`src/rtl/core/lgs_pkg.sv`:
```
// Shared constants, codes and controller/datapath interface types for the life grid unit.
package lgs_pkg;

  // Grid store geometry
  localparam int MaxCols = 64;
  localparam int MaxRows = 64;
  localparam int ColW    = $clog2(MaxCols);
  localparam int RowW    = $clog2(MaxRows);
  // Sweep counter runs up to the row count plus two
  localparam int CntW    = $clog2(MaxRows + 2);

  // Field and register widths
  localparam int OpW    = 3;
  localparam int SizeW  = 7;
  localparam int AddrW  = 3;
  localparam int DataW  = 32;

  localparam logic [SizeW-1:0] WidthRst  = 7'd64;
  localparam logic [SizeW-1:0] HeightRst = 7'd64;

  // B3/S23 neighbor counts
  localparam logic [3:0] BirthCount   = 4'd3;
  localparam logic [3:0] SurviveCount = 4'd2;

  typedef enum logic [OpW-1:0] {
    OP_WRITE   = 3'd0,
    OP_READ    = 3'd1,
    OP_ADVANCE = 3'd2,
    OP_CLEAR   = 3'd3,
    OP_FILL    = 3'd4
  } op_e;

  typedef enum logic {
    REG_WIDTH  = 1'b0,
    REG_HEIGHT = 1'b1
  } reg_idx_e;

  // Source of the row written back to the store
  typedef enum logic [1:0] {
    WR_CELL = 2'd0,
    WR_SET  = 2'd1,
    WR_LIFE = 2'd2
  } wr_kind_e;

  typedef struct packed {
    logic            load;
    logic            rd_en;
    logic            wr_en;
    logic            cell_mode;
    wr_kind_e        wr_kind;
    logic            set_val;
    logic            win_clr;
    logic            win_shift;
    logic            res_set;
    logic            out_load;
    logic [CntW-1:0] cnt;
  } dp_cmd_t;

  typedef struct packed {
    logic in_area;
  } dp_sts_t;

endpackage

```
`src/rtl/core/lgs_ctrl.sv`:
```
// Controller: operation sequencing, row sweep counter and output beat valid.
module lgs_ctrl (
  input  logic                      clk_i,
  input  logic                      rst_ni,
  input  logic                      in_valid_i,
  output logic                      in_stall_o,
  input  logic [lgs_pkg::OpW-1:0]   operation_i,
  output logic                      out_valid_o,
  input  logic                      out_stall_i,
  input  logic [lgs_pkg::SizeW-1:0] used_cols_i,
  input  logic [lgs_pkg::SizeW-1:0] used_rows_i,
  output lgs_pkg::dp_cmd_t          cmd_o,
  input  lgs_pkg::dp_sts_t          sts_i
);
  import lgs_pkg::*;

  typedef enum logic [2:0] {
    ST_IDLE,
    ST_CELL_RD,
    ST_CELL_WR,
    ST_SWEEP,
    ST_DONE
  } state_e;

  state_e          state_q;
  op_e             op_q;
  logic [CntW-1:0] cnt_q;
  logic            out_vld_q;

  logic accept;
  logic out_free;
  logic sweep_end;
  logic in_sweep;
  logic area_empty;

  assign accept     = in_valid_i && (state_q == ST_IDLE);
  assign out_free   = !out_vld_q || !out_stall_i;
  assign in_sweep   = (state_q == ST_SWEEP);
  assign area_empty = (used_cols_i == '0) || (used_rows_i == '0);
  assign sweep_end  = (op_q == OP_ADVANCE) ? (cnt_q == CntW'(used_rows_i) + CntW'(1))
                                           : (cnt_q == CntW'(used_rows_i));

  assign in_stall_o  = (state_q != ST_IDLE);
  assign out_valid_o = out_vld_q;

  always_comb begin
    cmd_o           = '0;
    cmd_o.load      = accept;
    cmd_o.cnt       = cnt_q;
    cmd_o.cell_mode = !in_sweep;
    cmd_o.set_val   = (op_q == OP_FILL);
    cmd_o.wr_kind   = in_sweep ? ((op_q == OP_ADVANCE) ? WR_LIFE : WR_SET) : WR_CELL;
    cmd_o.rd_en     = (state_q == ST_CELL_RD) ||
                      (in_sweep && (cnt_q < CntW'(used_rows_i)));
    cmd_o.wr_en     = ((state_q == ST_CELL_WR) && (op_q == OP_WRITE) && sts_i.in_area) ||
                      (in_sweep && ((op_q == OP_ADVANCE) ? (cnt_q >= CntW'(2))
                                                         : (cnt_q != '0)));
    cmd_o.win_clr   = in_sweep && (cnt_q == '0);
    cmd_o.win_shift = in_sweep && (cnt_q != '0);
    cmd_o.res_set   = (state_q == ST_CELL_WR) && (op_q == OP_READ);
    cmd_o.out_load  = (state_q == ST_DONE) && out_free;
  end

  always_ff @(posedge clk_i or negedge rst_ni) begin
    if (!rst_ni) begin
      state_q   <= ST_IDLE;
      op_q      <= OP_WRITE;
      cnt_q     <= '0;
      out_vld_q <= 1'b0;
    end else begin
      if (cmd_o.out_load) begin
        out_vld_q <= 1'b1;
      end else if (!out_stall_i) begin
        out_vld_q <= 1'b0;
      end

      unique case (state_q)
        ST_IDLE: begin
          if (in_valid_i) begin
            op_q  <= op_e'(operation_i);
            cnt_q <= '0;
            unique case (op_e'(operation_i))
              OP_WRITE, OP_READ: state_q <= ST_CELL_RD;
              OP_ADVANCE, OP_CLEAR, OP_FILL: state_q <= area_empty ? ST_DONE : ST_SWEEP;
              default: state_q <= ST_DONE;
            endcase
          end
        end
        ST_CELL_RD: state_q <= ST_CELL_WR;
        ST_CELL_WR: state_q <= ST_DONE;
        ST_SWEEP: begin
          cnt_q <= cnt_q + CntW'(1);
          if (sweep_end) begin
            state_q <= ST_DONE;
          end
        end
        ST_DONE: begin
          if (out_free) begin
            state_q <= ST_IDLE;
          end
        end
        default: state_q <= ST_IDLE;
      endcase
    end
  end

endmodule

```
`config.mk`:
```
export PLATFORM = sky130hd
export DESIGN_NAME = lgs_ctrl
export DESIGN_NICKNAME = d
export VERILOG_FILES = /design/src/rtl/core/lgs_pkg.sv /design/src/rtl/core/lgs_ctrl.sv
export SDC_FILE = /design/constraint.sdc
export NUM_CORES = 1
export LEC_CHECK = 0
export ABC_AREA = 1
export CORE_MARGIN = 2
export CORE_UTILIZATION = 62
export DETAILED_ROUTE_END_ITERATION = 16
export DONT_BUFFER_PORTS = 1
export PLACE_DENSITY = 0.77
export SLEW_MARGIN = 20
export SYNTH_ARGS = -nofsm -noshare
export SYNTH_HDL_FRONTEND = slang
export SYNTH_SLANG_ARGS = --single-unit
```
`constraint.sdc`:
```
create_clock -name clk_i -period 1.9 [get_ports clk_i]
set_clock_uncertainty 0.15 [all_clocks]
set_input_delay 0.095 -clock clk_i [delete_from_list [all_inputs] [get_ports clk_i]]
set_output_delay 0.095 -clock clk_i [all_outputs]
set_load 0.005 [all_outputs]
```
==> results.txt, run 1 <==
- Reported leakage power: 0.756 nW
- Routing usage on met2: 52.0%
- Footprint of the multi-input gates: 822 um^2
- From left edge to right edge, the die measures 49.5 um.
* Max Cap Violations: 0
- TritonCTS buffer count: 3
- At the worst endpoint, the arrival time is 1.59 ns.
* Endpoint of the worst register-to-register path: state_q[0]$_DFFE_PN0P_
- STA puts the critical path data required time at 1.65 ns.
* Share of the synthesized area in the top cell type: 27.3%
- The initialized floorplan defines 16 standard-cell rows.
* Number of cells on the worst reg-to-reg path: 7
* Clock slew seen by the registers of the worst setup and hold paths: 0.08 ns
- Net count after synthesis: 232
- In this run the worst path has a maximum fanout of 6.
* Combined flip-flop and latch cell area: 355 um^2
* Number of filler instances in the final layout: 180
* Ratio of cells with drive above 1 in the final layout: 12.9%
- TritonCTS clock tree: done
- Met1 demand-to-capacity share in global routing: 28.9%
* Path category of the worst min-delay check: in2reg
* Clk_lat worst skew: 0.28 ns
- Flip-flop and latch count after synthesis: 14
- Total power for the finished layout comes to 1.23 mW.
- The startpoint identified for the worst register-to-register timing path is cnt_q[5]$_DFFE_PN0P_.
- STA classifies the critical path endpoint as an output port.
- Met3 track demand over resource: 4.55%
- The clock passes through at most 2 buffers.
- Die area: 0.00245 mm^2
* Run status: complete, no violations
- Summed over all layers, the global routing overflow is 0.
- After synthesis, flip-flops and latches occupy 27.3% of the total area.
- Area of the core region: 0.00196 mm^2
- Period minus WS final: 1.84 ns
- H-tree depth: 1
- Clock tree synthesis selected as its root buffer the cell clkbuf_4.
- Routed vias: 1339
- At the end of the flow, the number of nets in the layout was 246.
* Pre-antenna DRT Iters: 4
- Vert. Die Dim: 49.5 um
- Cells fill 74.0% of the core in the end.
* Post-synthesis cell type count: 24
- Dividing the final minimum period by the clock period gives 96.8%.
* Dominant cell type by area after synthesis: dfrtp_1
- Tightest slew margin relative to the limit: 57.2%
* Post-Synthesis Cells: 198
* R2R Setup Slk: 0.16 ns
- Critical path class: reg2out
- The initial utilization of the core area, before any placement, comes to 65.5%.
* Total global routing track utilization: 27.5%
* Aggregate routed wire length: 3300 um
* Pwr/cell area: 849 mW/mm^2
- Count of final max-slew check failures: 0
- Setup violations remaining at the end of the flow were counted as 0.
- The final-report hold violation count came to 0.
- Hold Path Cell Cnt: 5
- End point of the most critical hold path: state_q[1]$_DFFE_PN0P_
- Peak Freq: 0.544 GHz
- Antenna violations before repair: 0
- Top Ports: 42
- After global routing, the most crowded layer is met2.
* Setup repair after global routing missed its margin: yes
* N_diodes: 0
- Summed over all nets, the half-perimeter wirelength after detailed placement is 2490 um.
* Startpoint of the worst hold path: used_rows_i[5]
- Counting every sink on the clock net gives 14.
- The first global-routing pass estimated 5140 um of wire.
* Number of port buffers: 0
* Netlist area before placement: 0.00128 mm^2
* Number of DRC violations after detailed routing: 0
- Number of global-route vias before repair: 1304
- Slew at the pin with the worst max-slew slack: 0.640 ns
- Entering global routing, the biggest net connects 15 pins.
- For this run, the number of Yosys warnings is 0.
- The count of nets left with antenna violations once routing finished came out at 0.
- After detailed routing, the number of vias per cell comes to 5.65.
- Dividing the detail-routed wire length by the instance count gives 13.9 um.
- Startpoint kind of the worst setup timing path: flip-flop
* Placer congestion estimate: 0.825
- Maximum vdd ir drop: 0.797 mV
- In this run, the number of DRC markers left after iteration 0 of detailed routing was 29.
- Signed area change from the synthesized netlist to the final layout: 13.0%
- Synth area leaders: dfrtp_1 27%, nand2_1 15%, ha_1 12%, inv_1 9.9%, nand3_1 6.6%
- Per-instance average area after synthesis: 6.49 um^2
synthesized netlist by cell type (all sizes together):
cell type,instances
inv,34
o21ai,18
xnor2,1
nand4,3
buf,1
dfrtp,14
ha,12
nand3,17
nor4,2
nor2,24
nand2,54
o22ai,2
or2,1
a21oi,3
o2111ai,1
nor3,7
o21a,2
o32ai,1
o21bai,1
through the flow:
step | TNS (ns) | instance area (um^2) | instances | setup WS, ns | hold WS (ns)
floorplan | 0 | 1280 | 198 | 0.340 | -0.351
global placement | 0 | 1320 | 225 | 0.218 | -0.350
detailed placement | 0 | 1320 | 225 | 0.120 | -0.350
CTS | 0 | 1410 | 235 | 0.0360 | 0.0563
global route | -0.0761 | 1450 | 237 | -0.0603 | 0.0821
finish | 0 | 1450 | 237 | 0.0606 | 0.0607
cell usage in the layout, fill, tap and decap left out:
cell type / synthesis / layout
dfrtp_2: 0 / 4
nor2_4: 2 / 2
o21bai_2: 1 / 1
o22ai_1: 2 / 2
o21ai_0: 17 / 15
ha_1: 12 / 11
o21ai_2: 1 / 1
nor2_1: 21 / 19
dfrtp_1: 14 / 10
o32ai_1: 1 / 1
o21a_1: 2 / 2
o21ai_1: 0 / 2
dlygate4sd3_1: 0 / 6
nor3_1: 6 / 5
ha_4: 0 / 1
nor2_2: 1 / 3
or2_2: 1 / 1
nand3_1: 17 / 17
nand2_2: 1 / 1
inv_2: 0 / 4
nor3_2: 1 / 2
nand2_1: 53 / 53
xnor2_1: 1 / 1
inv_1: 34 / 30
o2111ai_1: 1 / 1
a21oi_1: 3 / 3
clkbuf_4: 0 / 3
buf_4: 1 / 4
nand4_1: 3 / 3
nor4_1: 2 / 2
state kept, by name, indices dropped and copies added, names as in the netlist:
register,flops
op_q,3
out_valid_o,1
state_q,3
cnt_q,7
worst max-delay path: stages (launching register included):
cell and delay, ns:
dfrtp_2 0.47, inv_2 0.10, ha_1 0.14, inv_1 0.05, nor3_2 0.22, nor2_2 0.08
o21ai_1 0.14, o21ai_1 0.10
cells by family after synthesis:
logic type	count (synthesis)	synth area share, %
buf+inv	35	10.5
flops	14	27.3
simple gates	108	37.0
fa+ha+maj	12	11.7
xor+xnor	1	0.682
compound gates	28	12.9
routing by layer:
layer | vias up | wire (um)
li1 | 672 | -
met1 | 601 | 1370
met2 | 56 | 1670
met3 | 10 | 183
met4 | 0 | 72
met5 | - | 0
worst max-delay path by stage:
stage / startpoint / endpoint / slack [ns] / depth (start not counted)
finish: cnt_q[1]$_DFFE_PN0P_ / cmd_o[15] / 0.06 / 7
global route: cnt_q[0]$_DFFE_PN0P_ / cmd_o[15] / -0.06 / 7
floorplan: cnt_q[0]$_DFFE_PN0P_ / state_q[0]$_DFFE_PN0P_ / 0.34 / 8
detailed placement: cnt_q[5]$_DFFE_PN0P_ / state_q[0]$_DFFE_PN0P_ / 0.12 / 7
global placement: state_q[2]$_DFFE_PN0P_ / cmd_o[15] / 0.22 / 7
CTS: cnt_q[1]$_DFFE_PN0P_ / cmd_o[15] / 0.04 / 7
power breakdown:
| part | internal, mW | switching, mW | total [mW] | leakage, nW |
|---|---|---|---|---|
| sequential | 0.379 | 0.0818 | 0.461 | 0.179 |
| combinational | 0.211 | 0.387 | 0.598 | 0.563 |
| clock | 0.0736 | 0.0994 | 0.173 | 0.0138 |
| total | 0.664 | 0.568 | 1.23 | 0.756 |
layout make-up:
class,instances,area share [%]
Multi-Input combinational cell,149,56.6
Sequential cell,14,24.5
Inverter,34,8.79
Timing Repair Buffer,10,6.21
Tap cell,27,2.33
Clock buffer,3,1.55
timing repair:
| item | CTS | global route |
|---|---|---|
| hold endpoints to repair | 21 | 0 |
| hold buffers | 6 | 0 |
| pin swaps | 1 | 1 |
| resized for setup | 4 | 10 |
| setup buffers | 1 | 2 |
| endpoints found under the setup margin | 1 | 3 |
Note: power is estimated with default switching activity, not from simulation.
==> run 2, diff against run 1 <==
--- a/config.mk
+++ b/config.mk
@@ -11,6 +11,5 @@
 export DETAILED_ROUTE_END_ITERATION = 16
 export DONT_BUFFER_PORTS = 1
-export PLACE_DENSITY = 0.77
-export SLEW_MARGIN = 20
+export PLACE_DENSITY = 0.87
 export SYNTH_ARGS = -nofsm -noshare
 export SYNTH_HDL_FRONTEND = slang
==> constraint.sdc (replaced) <==
create_clock -name clk_i -period 1.9 [get_ports clk_i]
set_clock_uncertainty 0.15 [all_clocks]
set_input_delay 0.19 -clock clk_i [delete_from_list [all_inputs] [get_ports clk_i]]
set_output_delay 0.19 -clock clk_i [all_outputs]
set_load 0.005 [all_outputs]
==> results.txt, run 2 (synthesis gave the netlist of run 1 again) <==
- The routed length on met1 came to 1360 um (-0.44%).
- Met3 wire length: 192 um (+4.9%)
- The number of nets in the layout came to 244 (-0.81%).
- Total negative slack for setup checks: 0 ns (unchanged)
- Startpoint kind of the worst setup timing path: flip-flop
- The slew at the pin closest to its max-slew limit was 0.660 ns (+0.0197 ns).
- Signed area change from the synthesized netlist to the final layout: 15.2%
- Aggregate routed wire length: 3300 um (+0.18%)
- TritonCTS clock tree: done
- Instance area after placement: 0.00133 mm^2 (+1.1%)
* Most frequent cell on the critical path: o21ai_1
- The final routed wire length divided by cell count was 14.0 um (+0.61%).
- The delay of the slowest critical-path stage came to 0.45 ns (-0.02 ns).
* Antenna violations before repair: 0 (unchanged)
- The die boundary width came to 49.5 um (unchanged).
- Ratio of cells with drive above 1 in the final layout: 15.3% (+2.5 points)
- Setup crit end kind: output port
- Wire length of the first global-routing pass: 5290 um (+3.0%)
- Number of port buffers: 0 (unchanged)
- The number of flip-flops under the largest register name was 7 (unchanged).
- Register with the most flip-flops: cnt_q
* Clock slew seen by the registers of the worst setup and hold paths: 0.09 ns (about the same)
- The y dimension of the die came to 49.5 um (unchanged).
- Utilization after layout: 75.4% (+1.5 points)
- Area of the core region: 0.00196 mm^2 (unchanged)
* Number of global-route vias before repair: 1281 (-1.8%)
- The via count is 1362 (+1.7%).
- Series of cell instances along the critical path: inv_2, ha_1, inv_1, nor3_2, nor2_2, o21ai_1, o21ai_1
- Initial Utilization: 65.5% (unchanged)
* Slowest library cell on the worst path: dfrtp_2
- The final instance area is 0.00148 mm^2 (+2.0%).
- The library cells used most frequently in the layout, excluding fill and tap cells, are 52 x nand2_1, 29 x inv_1, 19 x nor2_1.
- Path category of the worst min-delay check: in2reg
* Tightest slew margin relative to the limit: 55.9% (-1.3 points)
- The maximum net fanout on the critical path is 5 (-1).
- H-tree depth: 1 (unchanged)
- Pwr/cell area: 872 mW/mm^2 (+2.7%)
* WP data arrival: 1.56 ns (-0.03 ns)
- The cell leakage power was 0.767 nW (+1.6%).
* CTS sink count: 14 (unchanged)
- The timing-limited maximum frequency was 0.527 GHz (-3.1%).
- The fill cell total of the finished layout is 152 (-16%).
- Total global routing track utilization: 27.8% (+0.33 points)
* Portion of the clock cycle consumed by the worst path in the final layout: 99.9% (+3.1 points)
* Global route total overflow: 0 (unchanged)
* Detailed placement HPWL: 2530 um (+1.8%)
- TritonCTS buffer count: 3 (unchanged)
* Period minus WS final: 1.90 ns (+0.0588 ns)
- Clk Tree Root Cell: clkbuf_4
* Highest routed layer: met4
- Most common cell after layout, fill and taps aside: nand2_1
- Die area: 0.00245 mm^2 (unchanged)
- The violation count after the first detailed-route iteration was 29 (unchanged).
- The worst slack after detailed placement was 0.148 ns (+0.0275 ns).
* Via-to-Cell Ratio: 5.77 (+2.1%)
* Pre-antenna DRT Iters: 4 (unchanged)
- Number of DRC violations after detailed routing: 0 (unchanged)
- Final Hold Viols: 0 (unchanged)
- The count of pins over their slew limit came to 0 (unchanged).
- Required time reported for the critical path endpoint: 1.56 ns (-0.09 ns)
* Largest net degree at the start of global routing: 15 (unchanged)
- The final critical-path setup slack came to 0.00181 ns (-0.0588 ns).
- Number of buffers on the longest clock path: 2 (unchanged)
- The number of antenna cells inserted is 0 (unchanged).
- The standard-cell row count was 16 (unchanged).
- Setup repair after global routing missed its margin: yes
- The flow ran to the end, and the final reports show no timing, DRC or antenna violations.
- Post-DRT Antenna Nets: 0 (unchanged)
* Post-CTS Setup Inserts: 0 (-1)
- Placer congestion estimate: 0.874 (+5.8%)
- The total power came to 1.29 mW (+4.7%).
- Maximum vdd ir drop: 0.709 mV (-11%)
* Max Cap Violations: 0 (unchanged)
- The met2 wire length was 1700 um (+1.8%).
- The final setup violation count came to 0 (unchanged).
* Top Ports: 42 (unchanged)
- Clk_lat worst skew: 0.29 ns (about the same)
- Largest registers ranked by flip-flop count: cnt_q (7), op_q (3), state_q (3)
- The worst setup path is of the reg2out kind.
-- run 2: cell types whose count changed in the layout (fill, tap and decap cells not counted), sizes merged --
cell and delta:
buf -1, clkbuf +1, dlygate4sd3 -1
-- run 2: layer usage --
layer	track usage [%]	vias to the layer above
met5	0	-
met4	8.33	0
met3	3.33	5
met2	53.8	51
met1	31.3	639
li1	-	667
-- run 2: final cells by class --
type                       instances  area, um^2  share of cell area [%]
multi-input combinational        149         852                    57.6
sequential                        14         354                    23.9
inverter                          34         128                    8.62
timing repair buffer               8        76.3                    5.16
clock buffer                       4        36.3                    2.45
tap                               27        33.8                    2.28
-- run 2: worst max-delay path, delay by kind of cell, from the launching register on --
kind | cells | cell delay [ns]
buffers and inverters | 2 | 0.16
AND/OR/NAND/NOR | 2 | 0.26
flip-flops | 1 | 0.45
AO/OA/AOI/OAI | 2 | 0.25
adder cells (fa/ha/maj) | 1 | 0.15
-- run 2: timing repair --
item / CTS / global route
hold endpoints to repair: 18 / 0
hold buffers: 5 / 0
setup endpoints to repair: 2 / 2
gates resized for setup: 8 / 13
pin swaps: 1 / 4
-- run 2: final timing paths --
| check | startpoint | end | slack [ns] | cells past startpoint |
|---|---|---|---|---|
| setup / recovery | cnt_q[0]$_DFFE_PN0P_ | cmd_o[15] | 0.002 | 7 |
| hold / removal | operation_i[1] | state_q[0]$_DFFE_PN0P_ | 0.03 | 4 |
| setup reg to reg | cnt_q[5]$_DFFE_PN0P_ | state_q[1]$_DFFE_PN0P_ | 0.18 | 7 |
| hold reg to reg | out_valid_o$_DFFE_PN0P_ | out_valid_o$_DFFE_PN0P_ | 0.38 | 2 |
| max in group asynchronous | rst_ni | cnt_q[5]$_DFFE_PN0P_ | 0.93 | 1 |
| min in group asynchronous | rst_ni | cnt_q[3]$_DFFE_PN0P_ | 0.21 | 1 |
-- run 2: report_power, final --
group | switching (mW) | internal, mW
Sequential | 0.0705 | 0.380
Combinational | 0.395 | 0.220
Clock | 0.108 | 0.117
-- run 2: metrics by stage --
step | std cells | hold slack, ns
finish | 236 | 0.0269
global route | 236 | 0.0460
CTS | 236 | 0.0273
detailed placement | 227 | -0.255
global placement | 227 | -0.255
floorplan | 198 | -0.256
==> run 3, diff against run 2 <==
Settings changed: ABC_AREA 1 to 0, HOLD_SLACK_MARGIN set to 0.15.
==> results.txt, run 3 <==
- Run status: complete, but fails checks
- Violated checks: setup timing
* Switching share of total power: 43.2% (-1.2 points)
* Routed metal-1 wire length: 1580 um (+16%)
- The fraction of synthesized area in multiplexers is 2.52% (+2.5 points).
* Dominant combinational cell family by area after synthesis: simple AND/OR/NAND/NOR gates
- Number of filler instances in the final layout: 103 (-32%)
- The endpoint arrival time on the critical path came to 1.76 ns (+0.20 ns).
* Worst Setup Slack post-DPL: -0.0723 ns (-0.220 ns)
- The final period utilization came to 110% (+11 points).
- The tightest min-delay check is of the in2reg type.
* Highest routed layer: met4
- Met3 wire length: 412 um (+110%)
* Count of flip-flops with a built-in enable after synthesis: 0 (unchanged)
- Post-DRT Antenna Nets: 0 (unchanged)
- The count of pins over their slew limit was 0 (unchanged).
* Netlist area before placement: 0.00124 mm^2 (-3.2%)
* Worst Path Max Fanout: 4 (-1)
- Synth area leaders: dfrtp_1 28%, ha_1 12%, nand2_1 6.6%, inv_1 4.2%, o21ai_0 4.0%
- The flip-flop and latch count after synthesis is 14 (unchanged).
- The layout cell share with drive strength beyond 1 came to 25.4% (+10 points).
* Layout Nets: 216 (-11%)
* Via-to-Cell Ratio: 6.71 (+16%)
- Sequential cell fraction of total power: 34.3% (-0.6 points)
- Most frequent cell after synthesis: nand2_1
- Net count after synthesis: 191 (-18%)
* Total global routing track utilization: 36.7% (+8.9 points)
- The number of iterations in the first detailed-routing pass came to 4 (unchanged).
- Register with the most flip-flops: cnt_q
* Logic pwr share: 50.0% (+2.3 points)
- Number of port buffers: 0 (unchanged)
- CTS sink count: 14 (unchanged)
- The number of antenna cells inserted was 0 (unchanged).
- The clock-pin slew on the worst setup and hold paths came to 0.09 ns (about the same).
- The mean instance size in the synthesized netlist was 7.92 um^2 (+22%).
- The total power was 1.41 mW (+9.0%).
* Ys async rst share: 100% (unchanged)
* Startpoint kind of the worst setup timing path: flip-flop
- TritonCTS clock tree: done
- The final-report hold violation count is 0 (unchanged).
- Number of DRC violations after detailed routing: 0 (unchanged)
- The cell sitting at the root of the clock tree is a clkbuf_4.
- Period minus WS final: 2.10 ns (+0.200 ns)
- The via count is 1396 (+2.5%).
- The largest net degree at the start of global routing came to 15 (unchanged).
* Share of the synthesized area in the top cell type: 28.2% (+0.91 points)
- Peak Freq: 0.477 GHz (-9.5%)
- The worst setup path is captured at an output port.
- The number of CTS-inserted buffers was 3 (unchanged).
* Number of warnings reported in the yosys synthesis log: 0 (unchanged)
- The most used flip-flop cell after synthesis is dfrtp_1.
* Max FFs per register: 7 (unchanged)
- Worst-case hold slack: 0.185 ns (+0.158 ns)
- Most common cell after layout, fill and taps aside: nand2_1
- Clock power share: 15.7% (-1.7 points)
* Initial Utilization: 64.7% (-0.78 points)
- The simple-gate portion of the synthesized area was 25.7% (-11 points).
- Adder-cell share of the synthesized area: 12.1% (+0.39 points)
- Wire length of the first global-routing pass: 6730 um (+27%)
* Aggregate routed wire length: 4230 um (+28%)
- Placer congestion estimate: 0.889 (+1.8%)
* Internal power component: 0.798 mW (+11%)
- The cell leakage power came to 0.731 nW (-4.7%).
* Most frequent cells in the layout: 22 x nand2_1, 19 x buf_4, 12 x inv_1, 12 x nor2_1, 11 x dfrtp_1
- Share of the synthesized netlist area taken by xor and xnor gates: 6.34% (+5.7 points)
- The net switching power figure was 0.608 mW (+5.9%).
- DR WL/cell: 20.3 um (+45%)
* Number of global-route vias before repair: 1471 (+15%)
* Final-report setup violation count: 8 (+8)
- The worst setup path is of the reg2out kind.
* Detail Route met2 WL: 1970 um (+16%)
* Violation count after the first detailed-routing iteration: 52 (+79%)
- Utilization after layout: 82.2% (+6.8 points)
- The die boundary width is 48.8 um (-1.5%).
- The floorplan die area is 0.00238 mm^2 (-3.0%).
- Detailed placement HPWL: 2630 um (+3.7%)
- Number of buffers on the longest clock path: 2 (unchanged)
- Required time reported for the critical path endpoint: 1.56 ns (about the same)
- Final instance area: 0.00158 mm^2 (+6.8%)
* Largest registers ranked by flip-flop count: cnt_q (7), op_q (3), state_q (3)
- The initial antenna violation count was 0 (unchanged).
- Number of rows created at floorplan: 16 (unchanged)
- Post-synthesis compound-gate area fraction: 18.9% (+6.1 points)
- H-tree depth: 1 (unchanged)
- The y dimension of the die came to 48.8 um (-1.5%).
* Global route total overflow: 0 (unchanged)
- The power density over the cells came to 890 mW/mm^2 (+2.0%).
- The worst max-slew margin expressed relative to the limit is 56.7% (+0.80 points).
- The core footprint came to 0.00192 mm^2 (-2.0%).
* Slew at the pin with the worst max-slew slack: 0.648 ns (-0.0120 ns)
- The biggest area contributor in the post-synthesis netlist is dfrtp_1.
- Signed area change from the synthesized netlist to the final layout: 27.1%
- The sequential element share of the synthesized area came to 28.2% (+0.91 points).
- Setup repair after global routing missed its margin: yes
- The gate count of the mapped netlist is 157 (-21%).
- The final critical-path setup slack was -0.198 ns (-0.200 ns).
- The clock insertion delay at the later pin of the skew report was 0.28 ns (about the same).
- The area after detailed placement was 0.00137 mm^2 (+2.8%).
* Top Ports: 42 (unchanged)
* Maximum vdd ir drop: 0.741 mV (+4.5%)
- Post-synth top cells: 22 x nand2_1, 14 x dfrtp_1, 14 x inv_1
* Post-synthesis cell type count: 43 (+79%)
- Max Cap Violations: 0 (unchanged)
run 3: cell families (layout without fill, tap and decap cells):
logic type,after synthesis,in the layout
AND/OR/NAND/NOR,65,65
flip-flops,14,14
adder cells (fa/ha/maj),12,12
buffers and inverters,20,44
multiplexers,3,3
XOR/XNOR,9,9
AO/OA/AOI/OAI,34,34
run 3: critical path: stages (launching register included):
cell      delay (ns)
dfrtp_1         0.43
buf_4           0.17
ha_1            0.32
a211oi_2        0.28
a22o_1          0.17
a31o_2          0.11
run 3: cell type report:
cell class | count | area [um^2] | area share (%)
inverters | 14 | 52.6 | 3.33
well taps | 27 | 33.8 | 2.14
multi-input cells | 123 | 890 | 56.3
flip-flops and latches | 14 | 354 | 22.4
clock buffers | 4 | 36.3 | 2.30
repair buffers | 26 | 214 | 13.5
run 3: what timing repair did:
item / in CTS / in global routing
pin swaps: 4 / 7
gates cloned: 0 / 0
setup endpoints to repair: 7 / 12
gates resized for setup: 10 / 11
buffers inserted: 3 / 1
hold endpoints to repair: 22 / 0
hold buffers: 6 / 0
run 3: metrics by stage:
step           setup TNS [ns]  std cells
6_report               -0.857        208
5_1_grt                 -1.40        208
4_1_cts                -0.405        207
3_5_place_dp           -0.220        194
3_3_place_gp          -0.0265        194
2_1_floorplan               0        157
run 3: power by group through the flow:
stage	registers, mW	logic (mW)	clock network [mW]
4_1_cts	0.451	0.648	0.219
6_report	0.483	0.703	0.220
2_1_floorplan	0.454	0.408	0
5_1_grt	0.493	0.774	0.241
3_3_place_gp	0.451	0.576	0
3_5_place_dp	0.456	0.597	0
run 3: per-layer routing:
layer / vias up / track usage [%]
met5: - / 0
met1: 653 / 42.7
li1: 599 / -
met3: 32 / 9.20
met2: 112 / 62.8
met4: 0 / 18.1
run 3: final timing paths:
check	end	depth (start not counted)	from	slack, ns
min in group asynchronous	state_q[1]$_DFFE_PN0P_	1	rst_ni	0.21
worst max-delay path	cmd_o[16]	5	cnt_q[6]$_DFFE_PN0P_	-0.20
worst max register to register	state_q[0]$_DFFE_PN0P_	5	cnt_q[1]$_DFFE_PN0P_	-0.11
max in group asynchronous	cnt_q[2]$_DFFE_PN0P_	1	rst_ni	0.93
worst min-delay path	state_q[1]$_DFFE_PN0P_	4	used_rows_i[0]	0.18
worst min register to register	cnt_q[6]$_DFFE_PN0P_	1	cnt_q[6]$_DFFE_PN0P_	0.39
